**src/design/cadss_pkg.sv**
```systemverilog
// ============================================================================
// cadss_pkg: shared types and constants of the C-alpha distance labeller
// Field widths, target distances, label and register codes, and the record
// that passes from the front end to the back end.
// ============================================================================
package cadss_pkg;

    localparam int COORD_W    = 20;
    localparam int IDX_W      = 12;
    localparam int TOL_W      = 10;
    localparam int WLEN_W     = 5;
    localparam int LBL_W      = 2;
    localparam int CFG_IDX_W  = 3;
    localparam int CFG_DATA_W = 10;
    localparam int S_TDATA_W  = 64;
    localparam int M_TDATA_W  = 32;
    localparam int DIFF_W     = 16;
    localparam int SQ_W       = 2 * DIFF_W;
    localparam int DSQ_W      = SQ_W + 2;
    localparam int TGT_W      = 12;
    localparam int HI_W       = TGT_W + 1;
    localparam int HISQ_W     = 2 * HI_W;
    localparam int LOSQ_W     = 2 * TGT_W;
    localparam int NUM_TGT    = 6;
    localparam int NSLOT      = 5;
    localparam int SLOT_W     = 3;
    localparam int FILL_W     = 3;
    localparam int QDEPTH     = 4;
    localparam int QPTR_W     = 2;
    localparam int QCNT_W     = 3;

    // Structure labels
    localparam logic [LBL_W-1:0] LBL_COIL   = 2'd0;
    localparam logic [LBL_W-1:0] LBL_HELIX  = 2'd1;
    localparam logic [LBL_W-1:0] LBL_STRAND = 2'd2;

    // Configuration register indexes
    localparam logic [CFG_IDX_W-1:0] CFG_COIL_STRAND = 3'd0;
    localparam logic [CFG_IDX_W-1:0] CFG_HELIX_TOL   = 3'd1;
    localparam logic [CFG_IDX_W-1:0] CFG_STRAND_TOL  = 3'd2;
    localparam logic [CFG_IDX_W-1:0] CFG_HELIX_WLEN  = 3'd3;
    localparam logic [CFG_IDX_W-1:0] CFG_STRAND_WLEN = 3'd4;

    localparam logic [TOL_W-1:0]  HELIX_TOL_RST  = 10'd538;
    localparam logic [TOL_W-1:0]  STRAND_TOL_RST = 10'd410;
    localparam logic [WLEN_W-1:0] WLEN_RST       = 5'd5;

    // Target distances in Q8 angstroms: three helix targets, then three strand
    // targets, for residue spacings of two, three and four.
    localparam logic [TGT_W-1:0] TARGET [NUM_TGT] = '{
        12'd1395, 12'd1326, 12'd1631,
        12'd1562, 12'd2662, 12'd3328
    };

    typedef logic signed [COORD_W-1:0] coord_t;

    typedef struct packed {
        logic              coil_strand;
        logic [TOL_W-1:0]  helix_tol;
        logic [TOL_W-1:0]  strand_tol;
        logic [WLEN_W-1:0] helix_wlen;
        logic [WLEN_W-1:0] strand_wlen;
    } cfg_t;

    // One accepted residue's worth of final labels: slots first_slot up to 0,
    // or up to 4 when the residue closes the chain.
    typedef struct packed {
        logic [IDX_W-1:0]             base;
        logic [SLOT_W-1:0]            first_slot;
        logic                         last;
        logic [NSLOT-1:0][LBL_W-1:0]  lab;
    } entry_t;

    typedef struct packed {
        logic   valid;
        entry_t entry;
    } push_t;

    // Absolute difference of two coordinates, clamped to the squarer's width.
    function automatic logic [DIFF_W-1:0] absdiff_clamp(coord_t a, coord_t b);
        logic signed [COORD_W:0] d;
        logic [COORD_W:0]        ad;
        d  = {a[COORD_W-1], a} - {b[COORD_W-1], b};
        ad = d[COORD_W] ? (~d + 1'b1) : d;
        return (|ad[COORD_W:DIFF_W]) ? {DIFF_W{1'b1}} : ad[DIFF_W-1:0];
    endfunction

endpackage

```
**src/design/cadss_back.sv**
```systemverilog
// ============================================================================
// cadss_back: label queue, window tracking and result register
// Buffers label records per residue, gives one result per cycle while the
// receiver is ready; reports fixed-length windows ending in equal-label runs.
// ============================================================================
module cadss_back (
    input  logic                            aclk,
    input  logic                            aresetn,
    input  cadss_pkg::push_t                push,
    output logic                            q_full,
    input  cadss_pkg::cfg_t                 cfg,
    output logic                            m_tvalid,
    input  logic                            m_tready,
    output logic [cadss_pkg::M_TDATA_W-1:0] m_tdata,
    output logic                            m_tlast
);

    cadss_pkg::entry_t q_mem [cadss_pkg::QDEPTH];
    logic [cadss_pkg::QPTR_W-1:0] wr_ptr_reg, rd_ptr_reg;
    logic [cadss_pkg::QCNT_W-1:0] cnt_reg;

    cadss_pkg::entry_t            work_reg;
    logic [cadss_pkg::SLOT_W-1:0] slot_reg;
    logic                         busy_reg;

    logic                         m_valid_reg, m_last_reg;
    logic [cadss_pkg::M_TDATA_W-1:0] m_data_reg;
    logic [cadss_pkg::LBL_W-1:0]  run_type_reg;
    logic [cadss_pkg::IDX_W-1:0]  run_len_reg;

    logic                         out_free, emit, done, pop;
    logic [cadss_pkg::SLOT_W-1:0] hi_slot;
    logic [cadss_pkg::IDX_W-1:0]  rec_idx, len_next, win_start;
    logic [cadss_pkg::LBL_W-1:0]  rec_lbl, type_next, win_type;
    logic                         rec_last, is_run, win_valid;
    logic [cadss_pkg::WLEN_W-1:0] wlen, wlen_eff;

    assign q_full   = cnt_reg == cadss_pkg::QCNT_W'(cadss_pkg::QDEPTH);
    assign out_free = !m_valid_reg || m_tready;
    assign hi_slot  = work_reg.last ? 3'd4 : 3'd0;
    assign emit     = busy_reg && out_free;
    assign done     = emit && (slot_reg == hi_slot);
    assign pop      = (cnt_reg != '0) && (!busy_reg || done);

    always_comb begin
        rec_idx  = work_reg.base + {9'b0, slot_reg};
        rec_lbl  = work_reg.lab[slot_reg];
        rec_last = work_reg.last && (slot_reg == 3'd4);
        is_run   = (rec_lbl == cadss_pkg::LBL_HELIX) || (rec_lbl == cadss_pkg::LBL_STRAND);
        wlen     = (rec_lbl == cadss_pkg::LBL_HELIX) ? cfg.helix_wlen : cfg.strand_wlen;
        wlen_eff = (wlen == '0) ? 5'd1 : wlen;

        if (!is_run) begin
            type_next = cadss_pkg::LBL_COIL;
            len_next  = '0;
        end else if (run_type_reg == rec_lbl) begin
            type_next = rec_lbl;
            len_next  = (&run_len_reg) ? run_len_reg : run_len_reg + 1'b1;
        end else begin
            type_next = rec_lbl;
            len_next  = 12'd1;
        end

        win_valid = is_run && (len_next >= {7'b0, wlen_eff});
        win_start = win_valid ? rec_idx - {7'b0, wlen_eff} + 1'b1 : '0;
        win_type  = win_valid ? rec_lbl : cadss_pkg::LBL_COIL;
    end

    always_ff @(posedge aclk) begin
        if (push.valid) begin
            q_mem[wr_ptr_reg] <= push.entry;
        end
        if (pop) begin
            work_reg <= q_mem[rd_ptr_reg];
        end
        if (emit) begin
            m_data_reg <= {3'b0, win_type, win_start, win_valid, rec_lbl, rec_idx};
            m_last_reg <= rec_last;
        end
    end

    always_ff @(posedge aclk) begin
        if (!aresetn) begin
            wr_ptr_reg   <= '0;
            rd_ptr_reg   <= '0;
            cnt_reg      <= '0;
            busy_reg     <= 1'b0;
            slot_reg     <= '0;
            m_valid_reg  <= 1'b0;
            run_type_reg <= cadss_pkg::LBL_COIL;
            run_len_reg  <= '0;
        end else begin
            if (push.valid) begin
                wr_ptr_reg <= wr_ptr_reg + 1'b1;
            end
            if (pop) begin
                rd_ptr_reg <= rd_ptr_reg + 1'b1;
            end
            cnt_reg <= cnt_reg + {2'b0, push.valid} - {2'b0, pop};

            if (pop) begin
                busy_reg <= 1'b1;
                slot_reg <= q_mem[rd_ptr_reg].first_slot;
            end else if (done) begin
                busy_reg <= 1'b0;
            end else if (emit) begin
                slot_reg <= slot_reg + 1'b1;
            end

            if (emit) begin
                m_valid_reg <= 1'b1;
                // The run is forgotten once a chain has been flushed.
                if (rec_last) begin
                    run_type_reg <= cadss_pkg::LBL_COIL;
                    run_len_reg  <= '0;
                end else begin
                    run_type_reg <= type_next;
                    run_len_reg  <= len_next;
                end
            end else if (m_tready) begin
                m_valid_reg <= 1'b0;
            end
        end
    end

    assign m_tvalid = m_valid_reg;
    assign m_tdata  = m_data_reg;
    assign m_tlast  = m_last_reg;

`ifndef NO_ASSERTIONS
    a_no_push_when_full: assert property (@(posedge aclk) disable iff (!aresetn)
        push.valid |-> !q_full)
        else $error("label record pushed into a full queue");

    a_slot_range: assert property (@(posedge aclk) disable iff (!aresetn)
        busy_reg |-> slot_reg <= 3'd4 && slot_reg >= work_reg.first_slot)
        else $error("slot outside the record's range");

    a_run_consistent: assert property (@(posedge aclk) disable iff (!aresetn)
        (run_type_reg == cadss_pkg::LBL_COIL) == (run_len_reg == '0))
        else $error("run type and run length disagree");

    a_window_type: assert property (@(posedge aclk) disable iff (!aresetn)
        m_valid_reg && m_data_reg[14] |->
            m_data_reg[28:27] == m_data_reg[13:12]
            && m_data_reg[13:12] != cadss_pkg::LBL_COIL)
        else $error("window type does not match its residue label");

    a_run_cleared: assert property (@(posedge aclk) disable iff (!aresetn)
        emit && rec_last |=> run_len_reg == '0)
        else $error("run not cleared after the end of a chain");
`endif

endmodule

```
**config.mk**
```make
export PLATFORM = sky130hd
export DESIGN_NAME = cadss_back
export DESIGN_NICKNAME = d
export VERILOG_FILES = /design/src/design/cadss_pkg.sv /design/src/design/cadss_back.sv
export SDC_FILE = /design/constraint.sdc
export NUM_CORES = 1
export LEC_CHECK = 0
export ABC_CLOCK_PERIOD_IN_PS = 5480
export CORE_MARGIN = 1.5
export CORE_UTILIZATION = 35
export DETAILED_ROUTE_END_ITERATION = 12
export DONT_BUFFER_PORTS = 1
export GPL_ROUTABILITY_DRIVEN = 0
export PLACE_DENSITY_LB_ADDON = 0.12
export RECOVER_POWER = 25
export SLEW_MARGIN = 15
export SYNTH_ARGS = -nofsm -noshare
export SYNTH_HDL_FRONTEND = slang
export SYNTH_SLANG_ARGS = --single-unit
```
**constraint.sdc**
```tcl
create_clock -name aclk -period 5.48 [get_ports aclk]
set_input_delay 0.274 -clock aclk [delete_from_list [all_inputs] [get_ports aclk]]
set_output_delay 0.274 -clock aclk [all_outputs]
set_load 0.05 [all_outputs]
```
# Word level (Yosys, flattened, before mapping)
# Memory sizes are Yosys's and may differ from the RTL's. A register that Yosys moved wholly into a read port is not among the register bits.
# Cells that the tools add are included.
dict set report totals {
  register_bits 79
  ramBits 104
  in_bits 61
  out_inout_bits 35
  n_memories 1
}
# memory words word_bits read_ports rd_clocked_by_memory_dff write_ports line
set memory_table {}
lappend memory_table {q_mem 4 26 1 1 1 cadss_back.sv:18} ;# cadss_pkg::entry_t q_mem [cadss_pkg::QDEPTH];
dict set report classes {
  n_addsub 9
  n_lt_le_gt_ge 2
  n_eq_ne 7
  mux 22
  n_reduce_logical 17
}
# operator count
set op_table {}
lappend op_table {{two-way mux 12 bit} 4}
lappend op_table {{adder 12 x 1 -> 12 bit, second input constant} 2}
lappend op_table {{adder 12 x 3 -> 12 bit} 1}
lappend op_table {{greater-or-equal comparator 12 x 5 -> 1 bit} 1}
lappend op_table {{two-way mux 3 bit} 4}
lappend op_table {{AND reduction 12 bit} 1}
lappend op_table {{subtractor 12 x 5 -> 12 bit} 1}
lappend op_table {{two-way mux 2 bit} 5}
lappend op_table {{two-way mux 5 bit} 2}
lappend op_table {{binary-select mux 2 bit (select 3 bit)} 1}
lappend op_table {{equality test 3 bit, second input constant} 2}
lappend op_table {{two-way mux 1 bit} 6}
lappend op_table {{nonzero test 2 bit} 3}
lappend op_table {{logical AND 1 bit} 5}
lappend op_table {{zero test 5 bit} 1}
lappend op_table {{adder 2 x 1 -> 2 bit, second input constant} 2}
lappend op_table {{< comparator 3 x 4 -> 1 bit, second input constant} 1}
lappend op_table {{adder 3 x 1 -> 3 bit} 1}
lappend op_table {{adder 3 x 1 -> 3 bit, second input constant} 1}
lappend op_table {{equality test 3 bit} 1}
lappend op_table {{logical OR 1 bit} 3}
lappend op_table {{nonzero test 3 bit} 1}
lappend op_table {{subtractor 3 x 1 -> 3 bit} 1}
lappend op_table {{equality test 2 x 1 -> 1 bit, second input constant} 1}
lappend op_table {{5 further kinds} 6}

# Depth between registers and ports, before layout
dict set report depth {
  ltp_word 8
  mapped_depth 19
  mapped_depth_nobuf 17
}

# Worst setup path before layout
# OpenSTA, ideal clock, no wires.
dict set report synth_timing {
  path_kind {flip-flop to flip-flop}
  start {reg slot_reg[2] in the netlist's numbering}
  end {reg m_data_reg (netlist bit m_tdata[24]) (data pin)}
  t_arrival_ps 4068
  slack_ps 1158
  path_stages_with_launch 19
  n_path_buf 2
  period_less_slack_ps 4322
  path_cell_list {dfxtp_1 -> buf_6 -> mux2_4 -> a21oi_1 -> a21boi_0 -> ha_1 -> clkbuf_1 -> mux2i_1 -> nand4_1 -> and2_1 -> ha_1 -> ha_1 -> fa_1 -> a21o_1 -> a21oi_1 -> o21ai_0 -> o41ai_1 -> xor2_1 -> nor2_1}
}
dict set report synth_between {
  elab_chain_len 8
}
# item line
set synth_rtl {}
lappend synth_rtl {{start: declaration} cadss_back.sv:23} ;# logic [cadss_pkg::SLOT_W-1:0] slot_reg;
lappend synth_rtl {{start signal: assignment} cadss_back.sv:103} ;# slot_reg <= q_mem[rd_ptr_reg].first_slot;
lappend synth_rtl {{start signal: assignment} cadss_back.sv:107} ;# slot_reg <= slot_reg + 1'b1;
lappend synth_rtl {{binary-select mux 2 bit (select 3 bit)} cadss_back.sv:47} ;# rec_lbl = work_reg.lab[slot_reg];
lappend synth_rtl {{two-way mux 2 bit (implied by the code)} cadss_back.sv:47}
lappend synth_rtl {{equality test 2 x 1 -> 1 bit} {cadss_back.sv:49, cadss_back.sv:50}}
lappend synth_rtl {{two-way mux 5 bit} cadss_back.sv:50} ;# wlen = (rec_lbl == cadss_pkg::LBL_HELIX) ? cfg.helix_wlen : cfg.strand_wlen;
lappend synth_rtl {{zero test 5 bit} cadss_back.sv:51} ;# wlen_eff = (wlen == '0) ? 5'd1 : wlen;
lappend synth_rtl {{two-way mux 5 bit} cadss_back.sv:51}
lappend synth_rtl {{subtractor 12 x 5 -> 12 bit / greater-or-equal comparator 12 x 5 -> 1 bit (equally long branches)} {cadss_back.sv:65, cadss_back.sv:64}}
lappend synth_rtl {{adder 12 x 1 -> 12 bit / logical AND 1 bit (equally long branches)} {cadss_back.sv:65, cadss_back.sv:64}}
lappend synth_rtl {{end signal: assignment} cadss_back.sv:77} ;# m_data_reg <= {3'b0, win_type, win_start, win_valid, rec_lbl, rec_idx};
lappend synth_rtl {{end: declaration} cadss_back.sv:27} ;# logic [cadss_pkg::M_TDATA_W-1:0] m_data_reg;
# Parallel ways exist; a longest one is shown, timed or not. The select of a mux whose other input is x is not followed.
# A chain may end at the register's enable or synchronous reset.

# Final worst setup path
dict set report layout_timing {
  start {reg slot_reg[2] in the netlist's numbering}
  end {reg m_data_reg (netlist bit m_tdata[24]) (data pin)}
}
dict set report layout_between {
  elab_chain_len 8
}
# item line
set layout_rtl {}
lappend layout_rtl {{binary-select mux 2 bit (select 3 bit) *} cadss_back.sv:47}
lappend layout_rtl {{two-way mux 2 bit (implied by the code) *} cadss_back.sv:47}
lappend layout_rtl {{net rec_lbl (one bit)} cadss_back.sv:34} ;# logic [cadss_pkg::LBL_W-1:0] rec_lbl, type_next, win_type;
lappend layout_rtl {{equality test 2 x 1 -> 1 bit} {cadss_back.sv:49, cadss_back.sv:50}}
lappend layout_rtl {{two-way mux 5 bit} cadss_back.sv:50}
lappend layout_rtl {{zero test 5 bit} cadss_back.sv:51}
lappend layout_rtl {{two-way mux 5 bit} cadss_back.sv:51}
lappend layout_rtl {{subtractor 12 x 5 -> 12 bit / greater-or-equal comparator 12 x 5 -> 1 bit (equally long branches)} {cadss_back.sv:65, cadss_back.sv:64}}
lappend layout_rtl {{adder 12 x 1 -> 12 bit / logical AND 1 bit (equally long branches)} {cadss_back.sv:65, cadss_back.sv:64}}
# Mark *: on every way through the listed nets, which the timed path passes. The rest lies on a longest branch. The select of a mux whose other input is x is not followed.

==> key figures <==
Global route
  • Initial antenna violation count: 1
  • Vias in the first global route: 4577
  • Largest net degree at the start of global routing: 36
  • Total grt overflow: 0
  • GRT Total Usage: 0.1338
  • First-pass GRT wire length: 24570 um

Floorplanning
  • Die W: 157.1 um
  • Die height: 157.1 um
  • Core area: 0.02340 mm2
  • Die area: 0.02468 mm2
  • Starting Density: 0.3552
  • Io pins: 96
  • Row cnt: 56

Logic synthesis
  • Synth cell types: 64
  • Most frequent cell after synthesis: edfxtp_1
  • Post-synthesis sequential area ratio: 0.6347
  • Synth Instances: 561
  • Avg Inst Size Synth: 14.82 um2
  • Primary FF master, synth: edfxtp_1
  • Synth area leaders: edfxtp_1 (57%), mux4_2 (7.0%), dfxtp_1 (6.7%), ha_1 (5.3%), nor2_1 (1.7%)
  • Top cell type's share of synthesized area: 0.5672
  • Yosys warns: 0
  • Area leader, netlist: edfxtp_1
  • Post-synth EDFFs: 157
  • Async S/R FF share, synth: 0
  • Synth Cell Area: 0.008312 mm2
  • Synth cell count leaders: edfxtp_1 (157), nor2_1 (38), ha_1 (35), inv_1 (32), dfxtp_1 (28)
  • #FFs+latches synth: 185

Setup path
  • Crit path DAT: 5.03 ns
  • Critical path cell sequence: mux2_2 > a21o_1 > a21oi_1 > buf_4 > inv_1 > ha_1 > mux2i_1 > nand4_1 > and2_1 > ha_1 > ha_1 > fa_1 > a21o_1 > a21oi_1 > o21ai_0 > o41ai_1 > xor2_1 > nor2_1
  • Crit path launch type: flop
  • Critical path's largest stage delay: 0.61 ns
  • Worst setup startpoint: slot_reg[2]
  • Worst-path cell with the longest stage delay: dfxtp_1
  • Worst setup EP type: flop
  • CP most frequent cell: ha_1
  • Reg2Reg Setup Slack: 0.62 ns
  • WS Path Type: flop to flop
  • CP max FO: 11
  • Reg2reg start: slot_reg[2]
  • Critical Path RT: 5.65 ns

Place
  • Placed cell area: 0.008630 mm2
  • Port Buf Inserts: 0
  • Pre-CTS setup slack: 0.5736 ns
  • HPWL Detailed: 10180 um

Timing
  • Period minus WS final: 4.857 ns
  • Slew Limit Fails: 0
  • Final worst slack: 0.6229 ns
  • Fmax: 205.9 MHz
  • Worst rel slew slack: 0.3239
  • Fin. Hold Viols: 0
  • Final TNS setup: 0 ns
  • Skew final: 0.008623 ns
  • RSZ-0062 raised after global routing: false
  • Setup Viol. Count Final: 0
  • Worst Max-Slew Pin Slew: 1.013 ns
  • Final period util: 0.8863

Run
  • Max-cap violations: 0

Route
  • DR vias/cell: 4.900
  • Post-Route WL: 15660 um
  • Routed vias: 4523
  • WL/cell: 16.96 um
  • DR iter-0 viols: 223
  • Drt pass-1 iters: 4
  • Remaining antenna violation count: 0
  • Residual DRC count: 0

Clock tree
  • CTS Hold Bufs: 28
  • CTS sink count: 185
  • Setup repair bufs after CTS: 0
  • CTS HTree Levels: 4
  • TritonCTS buffer count: 17
  • CTS resizes: 0
  • Maximum clock insertion buffer count: 2
  • CTS tree: done
  • Worst-path clk slew: 0.08 ns
  • CTS root buf: clkbuf_16
  • Clk Latency, worst-skew pair: 0.43 ns

Power and ir drop
  • Tot Pwr: 5699 uW
  • Max IR drop VDD: 0.2855 mV
  • P_leak: 0.003314 uW
  • Pwr per Cell Area: 599.5 mW/mm2

Worst hold path
  • Hold path start: push[26]
  • HP Class: primary input to flop

Finish
  • Max reg flops: 104
  • Ratio of cells with drive above 1 in the final layout: 0.1493
  • Multi-input gate area: 0.002800 mm2
  • FILL cells: 2201
  • Final #Nets: 689
  • Final non-filler cell area: 0.009507 mm2
  • Register Area: 0.005276 mm2
  • Area grow syn2layout: 14.38%

Run status
  • Outcome: finished, final reports clean
==> layout by cell type (no fill, tap or decap), types with 3 or more instances in the layout <==
cell type	instances
and2_1	8
nand2b_1	5
o31ai_1	3
xor2_1	14
buf_4	4
ha_1	35
inv_8	5
and3_1	5
dlygate4sd3_1	28
dfxtp_1	27
conb_1	3
edfxtp_1	157
inv_6	3
clkbuf_16	17
a211oi_1	5
or3_1	3
nor2_1	38
mux4_2	26
nand2_1	18
o21ai_0	9
nand3_1	15
mux2i_1	7
and4bb_2	3
inv_1	32
a21o_1	7
nand4_1	8
fa_1	3
nor3b_1	3
and2_2	4
o221a_2	4
xnor2_1	15
a21oi_1	22
nor3_1	10
a22oi_1	3
mux2_2	3
clkinv_8	3
a31oi_1	5
==> per-stage QoR <==
stage          utilization  hold slack, ns  std cells
6_report            0.4062         0.03185        923
5_1_grt             0.4062         0.01216        923
4_1_cts             0.4061        0.004881        922
3_5_place_dp        0.3687          0.3730        862
3_3_place_gp        0.3687          0.3730        862
2_1_floorplan            -          0.3729        563
==> cell families (layout without fill, tap and decap cells) <==
| logic type | after synthesis | in the layout | share of synthesized area |
|---|---|---|---|
| flip-flops | 185 | 185 | 0.6347 |
| AND/OR/NAND/NOR | 133 | 133 | 0.08490 |
| AO/OA/AOI/OAI | 80 | 80 | 0.07151 |
| buffers and inverters | 57 | 97 | 0.03056 |
| adder cells (fa/ha/maj) | 38 | 38 | 0.05991 |
| multiplexers | 37 | 37 | 0.08475 |
| XOR/XNOR | 30 | 30 | 0.03327 |
| other | 1 | 4 | 0.0004512 |
==> layer usage <==
metal  wire, um  part of all wire  up-vias  GRT usage
met3        675             0.043       18    0.03772
met5          0                 0        -          0
met1       7049              0.45     2215     0.1639
met2       7707              0.49       96     0.2244
met4        225             0.014        0    0.05121
li1           -                 -     2194          -
==> power by group <==
group / internal [uW] / switching (uW) / total (uW)
Clock: 617 / 593 / 1210
Combinational: 900 / 1170 / 2070
Sequential: 1910 / 503 / 2420
==> layout make-up <==
type,count,share of cell area
clock inverters,15,0.01777
repair buffers,32,0.03264
multi-input cells,321,0.2946
flip-flops and latches,185,0.5550
diodes,1,0.0002632
inverters,33,0.01303
clock buffers,17,0.04475
well taps,319,0.04198
==> path summary, 6_finish.rpt <==
check,endpoint,depth (start not counted)
setup / recovery,m_tdata[24],18
hold / removal,wr_ptr_reg[1],2
setup reg to reg,m_tdata[24],18
hold reg to reg,m_tvalid,2
==> worst max-delay path, delay by kind of cell (launching register included) <==
kind,cells,cell delay (ns)
AOI/OAI and AO/OA,6,1.31
DFF,1,0.61
buffers and inverters,2,0.22
xor gates and xnor gates,1,0.18
and+or+nand+nor,3,0.36
muxes,2,0.80
adders and majority gates,4,1.10
(Power assumes the default switching activity.)
